`config.mk`:
```
export PLATFORM = sky130hd
export DESIGN_NAME = top_k_sorted_insert_unit_flat
export DESIGN_NICKNAME = d
export VERILOG_FILES = /design/src/rtl/core/tksi_pkg.sv /design/src/rtl/core/tksi_if.sv /design/src/rtl/core/tksi_ctrl.sv /design/src/rtl/core/tksi_datapath.sv /design/src/rtl/core/top_k_sorted_insert_unit.sv /design/src/flat_wrapper.sv
export VERILOG_INCLUDE_DIRS = /design/src /design/src/rtl/core
export SDC_FILE = /design/constraint.sdc
export NUM_CORES = 1
export LEC_CHECK = 0
export BUFFER_PORTS_ARGS = -buffer_cell sky130_fd_sc_hd__buf_4
export CELL_PAD_IN_SITES_DETAIL_PLACEMENT = 1
export CELL_PAD_IN_SITES_GLOBAL_PLACEMENT = 2
export CORE_ASPECT_RATIO = 1.25
export CORE_MARGIN = 5
export CORE_UTILIZATION = 46
export CTS_BUF_LIST = sky130_fd_sc_hd__clkbuf_2
export DETAILED_ROUTE_END_ITERATION = 12
export PLACE_DENSITY_LB_ADDON = 0.3
export SYNTH_ARGS = -nofsm -noshare
export SYNTH_HDL_FRONTEND = slang
export SYNTH_SLANG_ARGS = --single-unit
export TNS_END_PERCENT = 100
```
`constraint.sdc`:
```
create_clock -name clk -period 8.4 [get_ports clk]
set_input_delay 1.26 -clock clk [delete_from_list [all_inputs] [get_ports clk]]
set_output_delay 1.26 -clock clk [all_outputs]
set_load 0.05 [all_outputs]
```
`src/rtl/core/top_k_sorted_insert_unit_assert.svh`:
```
// assertion macros for the top-k sorted insert unit
`ifndef TOP_K_SORTED_INSERT_UNIT_ASSERT_SVH
`define TOP_K_SORTED_INSERT_UNIT_ASSERT_SVH

`ifndef SYNTH
// same-cycle implication
`define TKSI_ASSERT_NOW(label, clk, rst_n, ante, cons) \
	label: assert property (@(posedge clk) disable iff (!rst_n) (ante) |-> (cons)) \
		else $error("assertion failed");
// next-cycle implication
`define TKSI_ASSERT_NEXT(label, clk, rst_n, ante, cons) \
	label: assert property (@(posedge clk) disable iff (!rst_n) (ante) |=> (cons)) \
		else $error("assertion failed");
`else
`define TKSI_ASSERT_NOW(label, clk, rst_n, ante, cons)
`define TKSI_ASSERT_NEXT(label, clk, rst_n, ante, cons)
`endif

`endif

```
`src/rtl/core/tksi_pkg.sv`:
```
// shared types and constants of the top-k sorted insert unit
package tksi_pkg;

	localparam int LIST_DEPTH = 8;
	localparam int IDX_W      = (LIST_DEPTH > 1) ? $clog2(LIST_DEPTH) : 1;
	localparam int CNT_W      = $clog2(LIST_DEPTH + 1);
	localparam int RANK_W     = 3;
	localparam int SCORE_W    = 32;
	localparam int TAG_W      = 16;

	typedef logic signed [SCORE_W-1:0] score_t;
	typedef logic [TAG_W-1:0]          tag_t;
	typedef logic [IDX_W-1:0]          idx_t;
	typedef logic [CNT_W-1:0]          cnt_t;
	typedef logic [RANK_W-1:0]         rank_t;

	typedef struct packed {
		logic load;      // capture offered entry, restart rank
		logic insert;    // merge captured entry into list
		logic rank_inc;  // advance to next rank
	} cmd_t;

	typedef struct packed {
		logic last;      // current rank is the final entry
		cnt_t count;
	} sts_t;

endpackage

```
`src/rtl/core/tksi_if.sv`:
```
// handshake channels of the top-k sorted insert unit
interface tksi_offer_if;
	logic             valid;
	logic             ready;
	tksi_pkg::score_t new_score;
	tksi_pkg::tag_t   new_tag;

	modport source (output valid, output new_score, output new_tag, input ready);
	modport sink (input valid, input new_score, input new_tag, output ready);
endinterface

interface tksi_result_if;
	logic             valid;
	logic             ready;
	tksi_pkg::rank_t  rank;
	tksi_pkg::score_t entry_score;
	tksi_pkg::tag_t   entry_tag;
	logic             last_entry;

	modport source (output valid, output rank, output entry_score, output entry_tag,
		output last_entry, input ready);
	modport sink (input valid, input rank, input entry_score, input entry_tag,
		input last_entry, output ready);
endinterface

```
`src/rtl/core/tksi_ctrl.sv`:
```
// controller state machine of the top-k sorted insert unit
module tksi_ctrl (
	input  logic            clk,
	input  logic            arst_n,
	input  logic            offer_valid,
	output logic            offer_ready,
	output logic            result_valid,
	input  logic            result_ready,
	input  tksi_pkg::sts_t  sts,
	output tksi_pkg::cmd_t  cmd
);

	typedef enum logic [2:0] {
		S_IDLE   = 3'b001,
		S_INSERT = 3'b010,
		S_EMIT   = 3'b100
	} state_t;

	state_t state_q, state_d;
	logic   offer_beat, result_beat;

	always_comb begin
		offer_ready  = (state_q == S_IDLE);
		result_valid = (state_q == S_EMIT);
		offer_beat   = offer_valid && offer_ready;
		result_beat  = result_valid && result_ready;
		cmd.load     = offer_beat;
		cmd.insert   = (state_q == S_INSERT);
		cmd.rank_inc = result_beat && !sts.last;
	end

	always_comb begin
		state_d = state_q;
		case (state_q)
			S_IDLE: begin
				if (offer_beat) state_d = S_INSERT;
			end
			S_INSERT: begin
				state_d = S_EMIT;
			end
			S_EMIT: begin
				if (result_beat && sts.last) state_d = S_IDLE;
			end
			default: begin
				state_d = S_IDLE;
			end
		endcase
	end

	always_ff @(posedge clk or negedge arst_n) begin
		if (!arst_n) begin
			state_q <= S_IDLE;
		end else begin
			state_q <= state_d;
		end
	end

endmodule

```
`src/rtl/core/tksi_datapath.sv`:
```
// list storage, insert network and rank readout of the top-k sorted insert unit
module tksi_datapath (
	input  logic             clk,
	input  logic             arst_n,
	input  tksi_pkg::cmd_t   cmd,
	output tksi_pkg::sts_t   sts,
	input  tksi_pkg::score_t new_score,
	input  tksi_pkg::tag_t   new_tag,
	output tksi_pkg::rank_t  rank,
	output tksi_pkg::score_t entry_score,
	output tksi_pkg::tag_t   entry_tag,
	output logic             last_entry
);

	localparam int D = tksi_pkg::LIST_DEPTH;
	localparam int CW = tksi_pkg::CNT_W;

	tksi_pkg::score_t score_q [D];
	tksi_pkg::tag_t   tag_q [D];
	tksi_pkg::score_t new_score_q;
	tksi_pkg::tag_t   new_tag_q;
	tksi_pkg::cnt_t   count_q;
	tksi_pkg::idx_t   rank_q;

	logic [D-1:0] ge;
	logic [D-1:0] put_new;
	logic [D-1:0] shift_in;
	logic         full;
	logic         take;

	assign full = (count_q == CW'(D));
	assign take = !full || (new_score_q > score_q[D-1]);

	// valid entries with equal or higher score form a prefix of the list
	genvar g;
	generate
		for (g = 0; g < D; g++) begin : g_entry
			assign ge[g] = (CW'(g) < count_q) && (score_q[g] >= new_score_q);
			if (g == 0) begin : g_head
				assign put_new[g]  = take && !ge[g];
				assign shift_in[g] = 1'b0;
			end else begin : g_body
				assign put_new[g]  = take && ge[g-1] && !ge[g];
				assign shift_in[g] = take && !ge[g-1] && (full || (CW'(g) <= count_q));
			end

			always_ff @(posedge clk) begin
				if (cmd.insert) begin
					if (put_new[g]) begin
						score_q[g] <= new_score_q;
						tag_q[g]   <= new_tag_q;
					end else if (shift_in[g]) begin
						score_q[g] <= score_q[(g > 0) ? g - 1 : 0];
						tag_q[g]   <= tag_q[(g > 0) ? g - 1 : 0];
					end
				end
			end
		end
	endgenerate

	always_ff @(posedge clk) begin
		if (cmd.load) begin
			new_score_q <= new_score;
			new_tag_q   <= new_tag;
		end
	end

	always_ff @(posedge clk or negedge arst_n) begin
		if (!arst_n) begin
			count_q <= '0;
			rank_q  <= '0;
		end else begin
			if (cmd.insert && !full) count_q <= count_q + CW'(1);
			if (cmd.load) begin
				rank_q <= '0;
			end else if (cmd.rank_inc) begin
				rank_q <= rank_q + tksi_pkg::IDX_W'(1);
			end
		end
	end

	assign sts.last  = ((CW'(rank_q) + CW'(1)) == count_q);
	assign sts.count = count_q;

	assign rank        = tksi_pkg::RANK_W'(rank_q);
	assign entry_score = score_q[rank_q];
	assign entry_tag   = tag_q[rank_q];
	assign last_entry  = sts.last;

endmodule

```
`src/rtl/core/top_k_sorted_insert_unit.sv`:
```
// top level of the top-k sorted insert unit
//
// channel  dir  payload                                      beats per item
// offer    in   new_score, new_tag                           1
// result   out  rank, entry_score, entry_tag, last_entry     list size (1..8)
//
// without stalls, an item is handled in order: the offer beat is taken, then it is merged
// into the list, then one result beat goes out per listed entry.
// the merge is a compare-and-shift across all list slots, done in the insert state.
// reset clears the entry count; list contents are only read below the count.
// result stalls hold the current rank; no new offer is taken until the run ends.
`include "top_k_sorted_insert_unit_assert.svh"

module top_k_sorted_insert_unit (
	input  logic          clk,
	input  logic          arst_n,
	tksi_offer_if.sink    offer,
	tksi_result_if.source result
);

	tksi_pkg::cmd_t cmd;
	tksi_pkg::sts_t sts;

	tksi_ctrl u_ctrl (
		.clk          (clk),
		.arst_n       (arst_n),
		.offer_valid  (offer.valid),
		.offer_ready  (offer.ready),
		.result_valid (result.valid),
		.result_ready (result.ready),
		.sts          (sts),
		.cmd          (cmd)
	);

	tksi_datapath u_datapath (
		.clk         (clk),
		.arst_n      (arst_n),
		.cmd         (cmd),
		.sts         (sts),
		.new_score   (offer.new_score),
		.new_tag     (offer.new_tag),
		.rank        (result.rank),
		.entry_score (result.entry_score),
		.entry_tag   (result.entry_tag),
		.last_entry  (result.last_entry)
	);

	`TKSI_ASSERT_NOW(a_no_overlap, clk, arst_n, offer.ready, !result.valid)
	`TKSI_ASSERT_NEXT(a_merge_gap, clk, arst_n, offer.valid && offer.ready, !offer.ready && !result.valid)
	`TKSI_ASSERT_NEXT(a_run_end, clk, arst_n, result.valid && result.ready && result.last_entry, offer.ready)
	`TKSI_ASSERT_NOW(a_count_bound, clk, arst_n, 1'b1, sts.count <= tksi_pkg::CNT_W'(tksi_pkg::LIST_DEPTH))

endmodule

```
`src/flat_wrapper.sv`:
```
// flat-port wrapper written by rule: the top's interface ports become plain ports
module top_k_sorted_insert_unit_flat 
  (clk, arst_n, offer_valid, offer_new_score, offer_new_tag, offer_ready, result_valid, result_rank, result_entry_score, result_entry_tag, result_last_entry, result_ready);
  tksi_offer_if offer_i ();
  tksi_result_if result_i ();
  input  logic clk;
  input  logic arst_n;
  input wire logic [$bits(offer_i.valid)-1:0] offer_valid;
  input wire logic [$bits(offer_i.new_score)-1:0] offer_new_score;
  input wire logic [$bits(offer_i.new_tag)-1:0] offer_new_tag;
  output wire logic [$bits(offer_i.ready)-1:0] offer_ready;
  output wire logic [$bits(result_i.valid)-1:0] result_valid;
  output wire logic [$bits(result_i.rank)-1:0] result_rank;
  output wire logic [$bits(result_i.entry_score)-1:0] result_entry_score;
  output wire logic [$bits(result_i.entry_tag)-1:0] result_entry_tag;
  output wire logic [$bits(result_i.last_entry)-1:0] result_last_entry;
  input wire logic [$bits(result_i.ready)-1:0] result_ready;
  assign offer_i.valid = offer_valid;
  assign offer_i.new_score = offer_new_score;
  assign offer_i.new_tag = offer_new_tag;
  assign offer_ready = offer_i.ready;
  assign result_valid = result_i.valid;
  assign result_rank = result_i.rank;
  assign result_entry_score = result_i.entry_score;
  assign result_entry_tag = result_i.entry_tag;
  assign result_last_entry = result_i.last_entry;
  assign result_i.ready = result_ready;
  top_k_sorted_insert_unit u_core (.clk(clk), .arst_n(arst_n), .offer(offer_i), .result(result_i));
endmodule
```
# --- After elaboration in Yosys (flattened, before gate mapping) ---
# Memory sizes are Yosys's and may differ from the RTL's.
# Index checks and enable logic that the tools add are counted.
# Widths: inputs -> output; s select.
totals:
  reg_bits: 58
  ramBits: 384
  inputBits: 52
  mem_count: 2
op_classes:
  addsub: 3
  n_lt_le_gt_ge: 24
  n_eq_ne: 7
  mux: 71
  n_bitwise: 14
  n_reduce_logical: 61
memory_table:
  columns: ["name", "depth", "width", "read_ports", "rd_clocked_by_memory_dff", "wr", "line_no", "text"]
  rows:
  - ["u_core.u_datapath.score_q", 8, 32, 9, 0, 8, "tksi_datapath.sv:18", "tksi_pkg::score_t score_q [D];"]
  - ["u_core.u_datapath.tag_q", 8, 16, 8, 0, 8, "tksi_datapath.sv:19", "tksi_pkg::tag_t tag_q [D];"]
op_table:
  columns: ["operator", "count"]
  rows:
  - ["$ge 32x32->1", 8]
  - ["$mux 32", 7]
  - ["$mux 16", 7]
  - ["$mux 1", 52]
  - ["$logic_and 1x1->1", 41]
  - ["$gt 32x32->1", 1]
  - ["$le 3x4->1 const A", 4]
  - ["$lt 3x4->1 const A", 4]
  - ["$or 1x1->1", 14]
  - ["$mux 3", 4]
  - ["$logic_not 1->1", 10]
  - ["$pmux 3 s3", 1]
  - ["$le 2x4->1 const A", 2]
  - ["$logic_or 1x1->1", 8]
  - ["$lt 1x4->1 const A", 2]
  - ["$lt 2x4->1 const A", 2]
  - ["$add 3x1->4 const B", 1]
  - ["$add 4x1->4 const B", 1]
  - ["$eq 4x4->1", 1]
  - ["$eq 4x4->1 const B", 1]
  - ["$le 1x4->1 const A", 1]
  - ["$ne 2x1->1 const B", 2]
  - ["$add 3x1->3 const B", 1]
  - ["$eq 3x1->1 const B", 1]
  - ["4 further kinds", 4]

# --- Depth between registers and ports, before layout ---
# An unclocked memory read counts as a cell.
depth:
  ltp_word: 11
  mapped_depth: 13

# --- Cells and area by module ---
# A second synthesis with hierarchy kept.
hier_totals:
  hier_cells: 1770
  hier_area_um2: 26255.2
modules_own_cells:
  columns: ["module", "instances", "cells_each", "area_per_inst_um2"]
  rows:
  - ["tksi_datapath", 1, 1753, 26070.0]
  - ["tksi_ctrl", 1, 17, 185.2]

# --- Worst setup path before layout ---
# No wires, ideal clock.
synth_timing:
  path_type: "register to register"
  start: "register u_core.u_datapath.new_score_q[14]"
  end: "memory u_core.u_datapath.score_q[5][0] in the netlist's numbering (enable)"
  setup_ns: 0.525
  t_arrival_ns: 5.665
  setup_slack_ns: 2.209
  path_stages_with_launch: 10
  path_buffers: 0
  synth_period_minus_slack_ns: 6.191
  cell_sequence: "edfxtp_1 inv_1 ha_1 a21oi_1 nand2_1 a221o_1 o31a_1 a2bb2oi_2 nand2_1 o31ai_1"
synth_rtl:
  columns: ["item", "line_no", "text"]
  rows:
  - ["start: declaration", "tksi_datapath.sv:20", "tksi_pkg::score_t new_score_q;"]
  - ["start signal: assignment", "tksi_datapath.sv:63", "new_score_q <= new_score;"]
  - ["end: declaration", "tksi_datapath.sv:18", null]

# --- Final worst setup path ---
layout_timing:
  start: "register u_core.u_datapath.rank_q[0], in the netlist u_core.u_datapath.rank[0]"
  end: "output result_last_entry"
layout_via:
  elab_chain_len: 2
layout_rtl:
  columns: ["item", "line_no", "text"]
  rows:
  - ["start: declaration", "tksi_datapath.sv:23", "tksi_pkg::idx_t rank_q;"]
  - ["start signal: assignment", "tksi_datapath.sv:77", "rank_q <= rank_q + tksi_pkg::IDX_W'(1);"]
  - ["$add 3x1->4", "tksi_datapath.sv:82", "assign sts.last = ((CW'(rank_q) + CW'(1)) == count_q);"]
  - ["$eq 4x4->1", "tksi_datapath.sv:82", null]
  - ["end: declaration", "flat_wrapper.sv:16", "output wire logic [$bits(result_i.last_entry)-1:0] result_last_entry;"]
# No other way between the ends.

==> metrics.txt <==
YS warnings=0; Unique masters post-synth=68; first-pass GRT wire length=123.0 mm; power per cell area=245.8 nW/µm²; post-CTS setup buffer count=0; r2r worst-path depth=11; Tightest Hold Check Type=input pin to flop; Final Non-Filler Cells=2792; Routed WL=82.39 mm; total global-route track usage=26.20%; number of max-cap violations=0; final hold vios=0; largest net degree at the start of global routing=52; Final Hold Slack=222.0 ps; Buffers on Ports=105; die area=62260 µm²; Hold Startpoint=offer_new_tag[2]; Cells after Synth=1775; slew margin rel.=14.56%; # nets final=2266; initial antenna violation count=2; average wire per standard cell=29.51 µm; Setup Skew=111.2 ps; Pre-antenna DRT Iters=4; CTS tree=done; max-slew violations=0; final design utilization=50.94%; Clock Path Buffers=3; Initial Util=46.26%; clock sinks=442; type of origin of the critical path=flop; worst vdd ir=0.3111 mV; Via density=6.135; Core Region=57020 µm²; most common cell in the netlist=edfxtp_1; vias=17130; CP Data Required Time=7140 ps; 1st-iter DRT viols=1201; Die Height=277.7 µm; Hold Crit Depth=1; sequential share of the synthesized area=50.14%; Die X=224.2 µm; FF-to-FF Start=u_core.u_datapath.new_score_q[14]; leak pwr=10.72 nW; dpl cells=2587; cell area after layout=29050 µm²; H-tree depth=3; routability cong.=0.9086; commonest cells in the netlist=432 x edfxtp_1, 340 x mux2_2, 260 x ha_1; remaining global-route overflow=0; outcome=complete, no violations; Tot Pwr=7.140 mW; number of buffers created by CTS=114; number of global-route vias before repair=18820; layout cells sized above 1=37.79%; syn_area_per_cell=14.86 µm²; # IOs=106; Critical Path Sink Type=output pin; post-synth top area share=49.18%; # DRC=0; prevailing post-synth register cell=edfxtp_1; critical path class=flop to output pin; row count=98; Final min period=5437 ps; Fmax=183.9 MHz; RR Endpoint=u_core.u_datapath.score_q[2][3]; placed cell areas=27990 µm²; clk root buf=clkbuf_2; Final Setup Violations=0; HPWL Detailed=54.23 mm; Worst-Skew Late Latency=1220 ps; Yosys reg bits=442; setup TNS=0 ps; CP arrival=4180 ps; Synth area leader=edfxtp_1; Async S/R FF share, synth=2.262%; area grow syn2layout=10.12%; number of routed nets with antenna violations=0; Hold Path End=u_core.u_datapath.new_tag_q[2]; post-synthesis cell area=26380 µm²; Worst-path clk slew=120 ps; Reg2Reg Setup Slack=3290 ps; final period utilization=64.72%; RSZ-0062 raised after global routing=false; worst slew pin tran=1249 ps; EDFF count, synth=432; main area contributors after synthesis=edfxtp_1 49%, mux2_2 15%, ha_1 12%; CP max FO=45; Setup WS pre-CTS=3392 ps; slack of the critical path=2963 ps; syn nets=2087
[cells by family after synthesis]
| kind of cell | after synthesis | share of synthesized area, % |
|---|---|---|
| flip-flops | 442 | 50.14 |
| buffers and inverters | 114 | 2.092 |
| adder cells (fa/ha/maj) | 260 | 12.33 |
| XOR/XNOR | 12 | 0.3985 |
| AO/OA/AOI/OAI | 239 | 5.816 |
| AND/OR/NAND/NOR | 224 | 4.331 |
| multiplexers | 484 | 24.89 |
[report_power, final]
group,leakage (nW),internal [mW],total [mW],switching (mW)
clock,0.783,0.586,1.55,0.960
combinational,5.89,1.00,2.42,1.41
sequential,4.04,2.87,3.18,0.304
total,10.7,4.46,7.14,2.68
[registers in the layout, indices dropped and copies added (netlist names)]
signal / cells
u_core.u_datapath.score_q: 256
u_core.u_datapath.tag_q: 128
u_core.u_datapath.new_score_q: 32
u_core.u_datapath.new_tag_q: 16
u_core.u_datapath.count_q: 4
u_core.u_ctrl.state_q: 3
u_core.u_datapath.rank: 3
[layer usage]
metal / up-vias / share of wire [%] / global-route usage [%]
met5: - / 0 / 0
met4: 0 / 1.9 / 6.684
met3: 94 / 4.3 / 3.895
met2: 443 / 50 / 45.15
met1: 8992 / 44 / 34.91
li1: 7599 / - / -
[how the worst max path moves through the flow]
stage                                 startpoint  depth (start not counted)  slack, ps                          endpoint
2_1_floorplan  u_core.u_datapath.new_score_q[14]                          9       2210   u_core.u_datapath.score_q[5][0]
3_3_place_gp   u_core.u_datapath.new_score_q[14]                         11       3410     u_core.u_datapath.tag_q[2][3]
3_5_place_dp   u_core.u_datapath.new_score_q[15]                          9       3390  u_core.u_datapath.score_q[7][10]
4_1_cts                u_core.u_datapath.rank[0]                          6       2760                 result_last_entry
5_1_grt                u_core.u_datapath.rank[0]                          6       2630                 result_last_entry
6_report               u_core.u_datapath.rank[0]                          6       2960                 result_last_entry
[cells in the final DEF, fill, tap and decap left out, drive strengths merged, types with 34 or more instances in the layout]
| master | instances |
|---|---|
| clkinv | 37 |
| o21ai | 35 |
| nand2 | 62 |
| mux4 | 96 |
| buf | 130 |
| clkbuf | 158 |
| inv | 51 |
| nand4 | 47 |
| mux2 | 386 |
| edfxtp | 432 |
| ha | 260 |
| a21oi | 106 |
| nor2 | 34 |
[final cells by class]
class | count | area, µm²
fillers | 5680 | 27970
flip-flops and latches | 442 | 13230
multi-input cells | 1219 | 12670
repair buffers | 131 | 985.9
well taps | 750 | 938.4
clock buffers | 158 | 790.8
clock inverters | 44 | 254.0
inverters | 46 | 172.7
diodes | 2 | 5.005
[repair_timing]
item                                   4_1_cts  5_1_grt
resized for setup                            0        0
hold buffers                                 1        0
endpoints found under the hold margin        9        0
[critical path, stage by stage (launching register included)]
cell and delay [ps]:
dfrtp_4 830, buf_4 910, ha_1 410, xor2_1 180, nor4_1 250, buf_4 190, buf_4 200
(Power assumes the default switching activity.)
